--- src/tyuv_pkg.sv ---
// Package for the tiled YUV 4:2:0 to RGB565 converter: types, constants, register map.
package tyuv_pkg;

   // Bounds of the tile counts and their defaults
   localparam int MAX_TILE_COLUMNS_DEF = 128;
   localparam int MAX_TILE_ROWS_DEF    = 128;

   // Widths
   localparam int CSR_IDX_W = 3;
   localparam int CSR_DAT_W = 13;
   localparam int TILE_W    = 8;   // tile_columns / tile_rows registers
   localparam int EFF_W     = 9;   // effective count, holds up to 256
   localparam int CROP_W    = 13;
   localparam int POS_W     = 13;  // picture row / column
   localparam int POS1_W    = 14;  // column plus one, line stride
   localparam int IDX_W     = 24;
   localparam int ACC_W     = 20;  // signed conversion accumulator

   // Register map
   typedef enum logic [CSR_IDX_W-1:0] {
      CSR_TILE_COLUMNS = 3'd0,
      CSR_TILE_ROWS    = 3'd1,
      CSR_CROP_TOP     = 3'd2,
      CSR_CROP_BOTTOM  = 3'd3,
      CSR_CROP_LEFT    = 3'd4,
      CSR_CROP_RIGHT   = 3'd5
   } csr_index_type;

   // Reset values of the registers
   localparam logic [TILE_W-1:0] TILE_COLUMNS_RST = 8'd1;
   localparam logic [TILE_W-1:0] TILE_ROWS_RST    = 8'd1;
   localparam logic [CROP_W-1:0] CROP_TOP_RST     = 13'd0;
   localparam logic [CROP_W-1:0] CROP_BOTTOM_RST  = 13'd4096;
   localparam logic [CROP_W-1:0] CROP_LEFT_RST    = 13'd0;
   localparam logic [CROP_W-1:0] CROP_RIGHT_RST   = 13'd4096;

   // Tile geometry
   localparam logic [3:0] LAST_PAIR = 4'd15;
   localparam logic [4:0] LAST_LINE = 5'd31;

   // BT.601 integer coefficients and offsets
   localparam logic signed [ACC_W-1:0] COEF_Y   = 20'sd298;
   localparam logic signed [ACC_W-1:0] COEF_RV  = 20'sd409;
   localparam logic signed [ACC_W-1:0] COEF_GU  = 20'sd100;
   localparam logic signed [ACC_W-1:0] COEF_GV  = 20'sd208;
   localparam logic signed [ACC_W-1:0] COEF_BU  = 20'sd517;
   localparam logic signed [ACC_W-1:0] Y_OFFSET = 20'sd16;
   localparam logic signed [ACC_W-1:0] C_OFFSET = 20'sd128;

   typedef struct packed {
      logic [7:0] luma_first;
      logic [7:0] luma_second;
      logic [7:0] chroma_u;
      logic [7:0] chroma_v;
   } req_type;

   typedef struct packed {
      logic [IDX_W-1:0] pixel_index;
      logic [15:0]      rgb_first;
      logic [15:0]      rgb_second;
      logic             frame_end;
   } rsp_type;

endpackage

--- src/tyuv_convert.sv ---
// One pixel of integer BT.601 YUV to RGB565, zeroed when outside the crop window.
module tyuv_convert (
   input  logic [7:0]  luma,
   input  logic [7:0]  chroma_u,
   input  logic [7:0]  chroma_v,
   input  logic        visible,
   output logic [15:0] rgb
);

   logic signed [tyuv_pkg::ACC_W-1:0] c_s, d_s, e_s, base_s;
   logic signed [tyuv_pkg::ACC_W-1:0] r_acc, g_acc, b_acc;
   logic [7:0] r_val, g_val, b_val;

   // Divide by 256 and clamp to 0..255; a negative sum clamps to zero.
   function automatic logic [7:0] clamp_div(input logic signed [tyuv_pkg::ACC_W-1:0] acc);
      logic [7:0] res;
      if (acc[tyuv_pkg::ACC_W-1]) begin
         res = 8'd0;
      end else if (|acc[tyuv_pkg::ACC_W-2:16]) begin
         res = 8'hff;
      end else begin
         res = acc[15:8];
      end
      return res;
   endfunction

   always_comb begin
      c_s    = $signed({12'd0, luma})     - tyuv_pkg::Y_OFFSET;
      d_s    = $signed({12'd0, chroma_u}) - tyuv_pkg::C_OFFSET;
      e_s    = $signed({12'd0, chroma_v}) - tyuv_pkg::C_OFFSET;
      base_s = c_s * tyuv_pkg::COEF_Y;
      r_acc  = base_s + e_s * tyuv_pkg::COEF_RV;
      g_acc  = base_s - d_s * tyuv_pkg::COEF_GU - e_s * tyuv_pkg::COEF_GV;
      b_acc  = base_s + d_s * tyuv_pkg::COEF_BU;
      r_val  = clamp_div(r_acc);
      g_val  = clamp_div(g_acc);
      b_val  = clamp_div(b_acc);
      rgb    = visible ? {r_val[7:3], g_val[7:2], b_val[7:3]} : 16'd0;
   end

endmodule

--- src/tiled_yuv420_to_rgb565_unit.sv ---
// Top level of the tiled YUV 4:2:0 to RGB565 converter.
//
// Usage
//  - req_*: one transfer carries two adjacent luma samples and their shared
//    U/V pair, in 32x32 tile scan order (tile rows, tile columns, 32 lines,
//    16 pairs per line). The block tracks the position itself.
//  - rsp_*: one transfer per request: linear index of the even pixel, the two
//    RGB565 pixels (zero outside the crop window) and frame_end on the last
//    pair of the picture.
//  - csr_*: plain write port, one register per index; write only while idle.
//    Indexes beyond the register map are dropped.
// Timing
//  - Two-stage pipeline: position/crop stage, then conversion and index
//    multiply into the result register. An accepted request passes through
//    both in turn to rsp_*. One pair per cycle while the receiver keeps up.
//  - When the receiver stalls, the result register holds and req_ready falls
//    only once the position stage is also full; nothing is lost.
// Reset
//  - Synchronous reset empties both stages, returns the position counters to
//    the first pair of the picture and loads the register reset values.
module tiled_yuv420_to_rgb565_unit #(
   parameter int MAX_TILE_COLUMNS = tyuv_pkg::MAX_TILE_COLUMNS_DEF,
   parameter int MAX_TILE_ROWS    = tyuv_pkg::MAX_TILE_ROWS_DEF
) (
   input  logic                            clock,
   input  logic                            reset,
   input  logic                            req_valid,
   output logic                            req_ready,
   input  tyuv_pkg::req_type               req_data,
   output logic                            rsp_valid,
   input  logic                            rsp_ready,
   output tyuv_pkg::rsp_type               rsp_data,
   input  logic                            csr_we,
   input  logic [tyuv_pkg::CSR_IDX_W-1:0]  csr_index,
   input  logic [tyuv_pkg::CSR_DAT_W-1:0]  csr_wdata
);

   localparam int COL_W = (MAX_TILE_COLUMNS > 1) ? $clog2(MAX_TILE_COLUMNS) : 1;
   localparam int ROW_W = (MAX_TILE_ROWS > 1)    ? $clog2(MAX_TILE_ROWS)    : 1;
   localparam logic [tyuv_pkg::EFF_W-1:0] MAX_COLS = tyuv_pkg::EFF_W'(MAX_TILE_COLUMNS);
   localparam logic [tyuv_pkg::EFF_W-1:0] MAX_ROWS = tyuv_pkg::EFF_W'(MAX_TILE_ROWS);

   // Configuration registers
   logic [tyuv_pkg::TILE_W-1:0] tile_columns_ff, tile_rows_ff;
   logic [tyuv_pkg::CROP_W-1:0] crop_top_ff, crop_bottom_ff, crop_left_ff, crop_right_ff;

   // Position counters
   logic [ROW_W-1:0] row_count_ff, row_count_in;
   logic [COL_W-1:0] col_count_ff, col_count_in;
   logic [4:0]       line_ff, line_in;
   logic [3:0]       pair_ff, pair_in;

   // Position stage
   logic                          s1_valid_ff;
   tyuv_pkg::req_type             s1_req_ff;
   logic [tyuv_pkg::POS_W-1:0]    s1_row_ff, s1_col_ff;
   logic [tyuv_pkg::POS1_W-1:0]   s1_width_ff;
   logic                          s1_end_ff, s1_vis0_ff, s1_vis1_ff;

   // Result stage
   logic                          rsp_valid_ff;
   tyuv_pkg::rsp_type             rsp_ff, rsp_in;

   logic                          advance, req_take;
   logic [tyuv_pkg::EFF_W-1:0]    cols_eff, rows_eff;
   logic                          last_col, last_row;
   logic [tyuv_pkg::POS_W-1:0]    row_pos, col_pos;
   logic [tyuv_pkg::POS1_W-1:0]   col_next, width_pos;
   logic                          row_ok, vis0, vis1;
   logic [26:0]                   index_prod;
   logic [15:0]                   rgb0, rgb1;

   // Handshake: the result register advances when empty or taken; the
   // position stage takes a new pair whenever it can pass its own one on.
   assign advance   = !rsp_valid_ff || rsp_ready;
   assign req_ready = !s1_valid_ff || advance;
   assign req_take  = req_valid && req_ready;
   assign rsp_valid = rsp_valid_ff;
   assign rsp_data  = rsp_ff;

   // Configuration writes
   always_ff @(posedge clock) begin
      if (reset) begin
         tile_columns_ff <= tyuv_pkg::TILE_COLUMNS_RST;
         tile_rows_ff    <= tyuv_pkg::TILE_ROWS_RST;
         crop_top_ff     <= tyuv_pkg::CROP_TOP_RST;
         crop_bottom_ff  <= tyuv_pkg::CROP_BOTTOM_RST;
         crop_left_ff    <= tyuv_pkg::CROP_LEFT_RST;
         crop_right_ff   <= tyuv_pkg::CROP_RIGHT_RST;
      end else if (csr_we) begin
         case (csr_index)
            tyuv_pkg::CSR_TILE_COLUMNS: tile_columns_ff <= csr_wdata[tyuv_pkg::TILE_W-1:0];
            tyuv_pkg::CSR_TILE_ROWS:    tile_rows_ff    <= csr_wdata[tyuv_pkg::TILE_W-1:0];
            tyuv_pkg::CSR_CROP_TOP:     crop_top_ff     <= csr_wdata;
            tyuv_pkg::CSR_CROP_BOTTOM:  crop_bottom_ff  <= csr_wdata;
            tyuv_pkg::CSR_CROP_LEFT:    crop_left_ff    <= csr_wdata;
            tyuv_pkg::CSR_CROP_RIGHT:   crop_right_ff   <= csr_wdata;
            default: ;
         endcase
      end
   end

   // Effective tile counts: zero acts as one, anything above the maximum as the maximum
   always_comb begin
      if (tile_columns_ff == '0) begin
         cols_eff = tyuv_pkg::EFF_W'(1);
      end else if (tyuv_pkg::EFF_W'(tile_columns_ff) > MAX_COLS) begin
         cols_eff = MAX_COLS;
      end else begin
         cols_eff = tyuv_pkg::EFF_W'(tile_columns_ff);
      end
      if (tile_rows_ff == '0) begin
         rows_eff = tyuv_pkg::EFF_W'(1);
      end else if (tyuv_pkg::EFF_W'(tile_rows_ff) > MAX_ROWS) begin
         rows_eff = MAX_ROWS;
      end else begin
         rows_eff = tyuv_pkg::EFF_W'(tile_rows_ff);
      end
   end

   // Position of the current pair and its crop test; a counter at or past
   // the last tile counts as last, so a shrunk count wraps on the next carry.
   always_comb begin
      last_col  = (tyuv_pkg::EFF_W'(col_count_ff) + tyuv_pkg::EFF_W'(1)) >= cols_eff;
      last_row  = (tyuv_pkg::EFF_W'(row_count_ff) + tyuv_pkg::EFF_W'(1)) >= rows_eff;
      row_pos   = tyuv_pkg::POS_W'({row_count_ff, line_ff});
      col_pos   = tyuv_pkg::POS_W'({col_count_ff, pair_ff, 1'b0});
      col_next  = tyuv_pkg::POS1_W'(col_pos) + tyuv_pkg::POS1_W'(1);
      width_pos = tyuv_pkg::POS1_W'({cols_eff, 5'd0});
      row_ok    = (row_pos >= crop_top_ff) && (row_pos < crop_bottom_ff);
      vis0      = row_ok && (col_pos >= crop_left_ff) && (col_pos < crop_right_ff);
      vis1      = row_ok && (col_next >= tyuv_pkg::POS1_W'(crop_left_ff))
                         && (col_next <  tyuv_pkg::POS1_W'(crop_right_ff));
   end

   // Step the scan position: pair, line, tile column, tile row
   always_comb begin
      pair_in      = pair_ff;
      line_in      = line_ff;
      col_count_in = col_count_ff;
      row_count_in = row_count_ff;
      if (pair_ff != tyuv_pkg::LAST_PAIR) begin
         pair_in = pair_ff + 4'd1;
      end else begin
         pair_in = '0;
         if (line_ff != tyuv_pkg::LAST_LINE) begin
            line_in = line_ff + 5'd1;
         end else begin
            line_in = '0;
            if (!last_col) begin
               col_count_in = col_count_ff + COL_W'(1);
            end else begin
               col_count_in = '0;
               row_count_in = last_row ? '0 : row_count_ff + ROW_W'(1);
            end
         end
      end
   end

   always_ff @(posedge clock) begin
      if (reset) begin
         pair_ff      <= '0;
         line_ff      <= '0;
         col_count_ff <= '0;
         row_count_ff <= '0;
         s1_valid_ff  <= 1'b0;
      end else begin
         if (req_take) begin
            pair_ff      <= pair_in;
            line_ff      <= line_in;
            col_count_ff <= col_count_in;
            row_count_ff <= row_count_in;
         end
         if (req_ready) begin
            s1_valid_ff <= req_valid;
         end
      end
   end

   // Position stage payload: hold while stalled
   always_ff @(posedge clock) begin
      if (req_take) begin
         s1_req_ff   <= req_data;
         s1_row_ff   <= row_pos;
         s1_col_ff   <= col_pos;
         s1_width_ff <= width_pos;
         s1_vis0_ff  <= vis0;
         s1_vis1_ff  <= vis1;
         s1_end_ff   <= last_row && last_col && (line_ff == tyuv_pkg::LAST_LINE)
                        && (pair_ff == tyuv_pkg::LAST_PAIR);
      end
   end

   // Conversion stage
   tyuv_convert u_conv_first (
      .luma     (s1_req_ff.luma_first),
      .chroma_u (s1_req_ff.chroma_u),
      .chroma_v (s1_req_ff.chroma_v),
      .visible  (s1_vis0_ff),
      .rgb      (rgb0)
   );

   tyuv_convert u_conv_second (
      .luma     (s1_req_ff.luma_second),
      .chroma_u (s1_req_ff.chroma_u),
      .chroma_v (s1_req_ff.chroma_v),
      .visible  (s1_vis1_ff),
      .rgb      (rgb1)
   );

   // Linear index wraps modulo 2^24
   always_comb begin
      index_prod         = 27'(s1_row_ff) * 27'(s1_width_ff);
      rsp_in.pixel_index = index_prod[tyuv_pkg::IDX_W-1:0] + tyuv_pkg::IDX_W'(s1_col_ff);
      rsp_in.rgb_first   = rgb0;
      rsp_in.rgb_second  = rgb1;
      rsp_in.frame_end   = s1_end_ff;
   end

   always_ff @(posedge clock) begin
      if (reset) begin
         rsp_valid_ff <= 1'b0;
      end else if (advance) begin
         rsp_valid_ff <= s1_valid_ff;
      end
   end

   always_ff @(posedge clock) begin
      if (advance && s1_valid_ff) begin
         rsp_ff <= rsp_in;
      end
   end

endmodule
--- config.mk ---
export PLATFORM = sky130hd
export DESIGN_NAME = tiled_yuv420_to_rgb565_unit
export DESIGN_NICKNAME = d
export VERILOG_FILES = /design/src/tyuv_pkg.sv /design/src/tyuv_convert.sv /design/src/tiled_yuv420_to_rgb565_unit.sv
export SDC_FILE = /design/constraint.sdc
export NUM_CORES = 1
export LEC_CHECK = 0
export BUFFER_PORTS_ARGS = -buffer_cell sky130_fd_sc_hd__clkbuf_2
export CORE_ASPECT_RATIO = 0.5
export CORE_MARGIN = 2
export CORE_UTILIZATION = 60
export CTS_BUF_LIST = sky130_fd_sc_hd__clkbuf_2
export DETAILED_ROUTE_END_ITERATION = 16
export GPL_TIMING_DRIVEN = 1
export MAX_ROUTING_LAYER = met4
export PLACE_DENSITY = 0.78
export RECOVER_POWER = 25
export SLEW_MARGIN = 25
export SYNTH_ARGS = -nofsm -noshare
export SYNTH_HDL_FRONTEND = slang
export SYNTH_SLANG_ARGS = --single-unit
--- constraint.sdc ---
create_clock -name clock -period 7.6 [get_ports clock]
set_input_delay 1.52 -clock clock [delete_from_list [all_inputs] [get_ports clock]]
set_output_delay 1.52 -clock clock [all_outputs]
set_load 0.01 [all_outputs]
==> reports/results.tsv <==
stage	metric	value	unit
global_routing	first-pass GRT wire length	89220	um
clocking	clock latency on the worst-skew pair	0.97	ns
clocking	Clock Tree Buf Depth	3	
synth	number of synthesized flops with an enable pin	122	
job	# Max-Cap Violations	2	
critical_path	Worst Path Max Fanout	11	
clocking	CTS tree	done	
placed_design	DP Area	24710	sq um
clocking	clock root buffer master	clkbuf_2	
power_and_ir_drop	Power Dens Cells	348.7	nW/um^2
synth	post-synthesis sequential area ratio	23.46	%
placed_design	buffers added on ports	110	
clocking	clk sinks	215	
sta	Slew @ Worst Pin	3.787	ns
global_routing	initial antenna violation count	2	
detailed_routing	Antenna Nets Post-Route	0	
global_routing	gr busiest metal	met2	
cells_and_area	final core area utilization	64.95	%
global_routing	GRT Total Usage	27.94	%
synth	count leader, synth	ha_1	
sta	Slew Limit Fails	145	
floorplan	I/O pin count	112	
synth	Synth Area in Adders	36.28	%
cells_and_area	layout cells sized above 1	8.478	%
floorplan	Core Rows	51	
cells_and_area	fin nets	3368	
synth	top-area cell type share of the netlist area	24.12	%
synth	FF+latch count, synth	215	
power_and_ir_drop	Max VDD drop	0.2957	mV
cells_and_area	multi-input logic area	16340	sq um
clocking	htree depth	2	
sta	fin crit period	7.032	ns
critical_path	Crit path required time	8.32	ns
detailed_routing	DR vias	18390	
global_routing	pin count of the biggest net entering global routing	88	
placed_design	gpl congestion	0.9666	
outcome	status	complete, but fails checks	
synth	post-synth top area cell	ha_1	
synth	Avg Cell Area, Syn	9.107	sq um
synth	Synth Area in XOR/XNOR	5.892	%
cells_and_area	Area Overhead vs Synth	7.003	%
synth	Syn Nets	3235	
global_routing	met1 usage	34.38	%
critical_path	Critical Path AT	7.76	ns
sta	period utilisation layout	92.53	%
detailed_routing	1st-iter DRT viols	947	
clocking	CTS clock-pin slew for the worst setup and hold paths	0.11	ns
floorplan	chip width	284.2	um
synth	Compound-Gate Fraction of Synth Area	12.80	%
power_and_ir_drop	Leakage	12.56	nW
global_routing	grt total ovfl	0	
detailed_routing	drt wl/cell	16.61	um
critical_path	CP Launch Type	register	
placed_design	hpwl dp	44300	um
synth	largest family of logic cells by synthesized area	adder cells	
detailed_routing	DR pass1 iterations	5	
floorplan	core area	38800	sq um
floorplan	Starting Density	60.70	%
sta	# setup viols final	0	
cells_and_area	FF+latch area	5525	sq um
sta	clock skew	0.09528	ns
floorplan	die area	40950	sq um
synth	prevailing post-synth register cell	edfxtp_1	
cells_and_area	fillers	3295	
synth	top cells by area, synth	ha_1 (24%), edfxtp_1 (16%), fa_1 (12%)	
global_routing	grt met3 use	3.927	%
clocking	setup repair bufs after CTS	0	
synth	unique cell type count in the Yosys netlist	80	
detailed_routing	Via density	5.586	
synth	mapped cell area	23550	sq um
synth	Commonest cells post-synth	ha_1 (454), inv_1 (426), nand2_1 (278)	
cells_and_area	fin area	25200	sq um
sta	Max Freq	0.1422	GHz
global_routing	number of global-route vias before repair	18174	
global_routing	GR Util met2	49.01	%
synth	Syn Inst Count	2586	
floorplan	Die H	144.1	um
detailed_routing	total wire length	54670	um
clocking	CTS Buf Count	49	
sta	Fin. Hold Viols	0	
detailed_routing	# DRC	0	
critical_path	CP Capture Type	register	
hold_path	Worst Hold Class	register to register	
synth	mux contribution to synthesized area	0.4463	%
synth	Ys Warns	0	
critical_path	crit path kind	register to register	
synth	Post-synth ARST share	0	%
sta	max_slew headroom	-152.5	%
outcome	failing checks	max-capacitance violations, max-slew violations	
synth	simple-gate portion of the synthesized area	13.71	%
[metal layers]
metal  up-vias  share of wire, %
li1       9044                 -
met1      8795                44
met2       457                48
met3        94               5.5
met4         0               2.2
met5         -                 0
[worst max-delay path: stages (launching register included)]
cell and delay (ns):
edfxtp_1 0.40, inv_1 0.18, ha_1 0.22, nor3b_2 0.24, buf_4 0.24, ha_1 0.25, ha_1 0.27, inv_1 0.06
fa_1 0.53, fa_1 0.56, inv_1 0.04, ha_1 0.35, o21ai_0 0.18, nand2b_1 0.07, o41a_1 0.13, a41o_1 0.28
o21a_1 0.21, nor2_2 0.18, fa_1 0.46, ha_1 0.39, a21oi_1 0.18, nor2b_1 0.07, a311oi_2 0.32, o21ai_0 0.18
xor3_1 0.37, nand2b_1 0.23, a31oi_1 0.20
[placed cells by master (no fill, tap or decap), types with 12 or more instances in the layout]
master,instances
edfxtp_1,122
xnor2_1,93
ha_1,454
inv_1,425
clkbuf_2,186
fa_1,142
a31oi_1,18
o21bai_1,18
nor3_1,42
a211oi_1,12
nand4_1,14
nor2b_1,32
a21oi_1,172
nand3_1,35
nand2_1,278
o21ai_0,57
and2_1,54
xor2_1,53
dfxtp_1,93
nand2b_1,29
a21o_1,51
and3_1,15
o21a_1,30
nor2_1,119
[worst paths after layout]
check                                   start           end  slack [ns]  cells past startpoint
worst max register to register  s1_req_ff[20]  rsp_data[10]        0.57                     26
worst max-delay path            s1_req_ff[20]  rsp_data[10]        0.57                     26
worst min-delay path                s1_end_ff   rsp_data[0]        0.39                      0
worst min register to register      s1_end_ff   rsp_data[0]        0.39                      0
[per-stage QoR]
step / instances / hold slack (ns) / setup TNS (ns) / total power, mW / setup slack (ns)
finish: 3292 / 0.3900 / 0 / 8.788 / 0.5681
global route: 3292 / 0.3508 / -0.0004698 / 9.593 / -0.0004698
CTS: 3290 / 0.3351 / 0 / 8.725 / 0.3406
detailed placement: 3198 / 0.4071 / 0 / 7.877 / 0.4999
global placement: 3198 / 0.4037 / 0 / 7.767 / 0.7720
floorplan: 2586 / 0.4003 / 0 / 6.174 / 0.7327
[cell families after synthesis]
family / count (synthesis)
AO/OA/AOI/OAI: 466
XOR/XNOR: 152
adder cells (fa/ha/maj): 598
buffers and inverters: 463
flip-flops: 215
multiplexers: 10
other: 1
AND/OR/NAND/NOR: 681
[sequential cells by signal, indices dropped and copies added, names as in the netlist]
| name | flops |
|---|---|
| rsp_valid | 1 |
| tile_columns_ff | 8 |
| s1_end_ff | 1 |
| s1_vis0_ff | 1 |
| s1_req_ff | 32 |
| s1_valid_ff | 1 |
| pair_ff | 4 |
| crop_top_ff | 13 |
| s1_vis1_ff | 1 |
| tile_rows_ff | 8 |
| row_count_ff | 7 |
| s1_col_ff | 11 |
| line_ff | 5 |
| crop_left_ff | 13 |
| crop_right_ff | 13 |
| crop_bottom_ff | 13 |
| s1_row_ff | 12 |
| s1_width_ff | 8 |
| rsp_data | 56 |
| col_count_ff | 7 |
[power breakdown]
group	switching (mW)	internal, mW	total (mW)
logic	3.94	2.63	6.57
clock network	0.518	0.278	0.796
registers	0.0612	1.36	1.42
[what timing repair did]
| item | CTS | global route |
|---|---|---|
| resized for setup | 0 | 5 |
| setup endpoints to repair | 0 | 12 |
| hold buffers | 0 | 0 |
[final cells by class]
cell class	instances	area share [%]
repair buffers	119	2.413
clock buffers	78	1.549
clock inverters	14	0.2781
flip-flops and latches	215	21.93
well taps	530	2.632
multi-input cells	1908	64.84
inverters	426	6.346
diodes	2	0.01986
No activity file was read; power rests on OpenSTA's default activity.
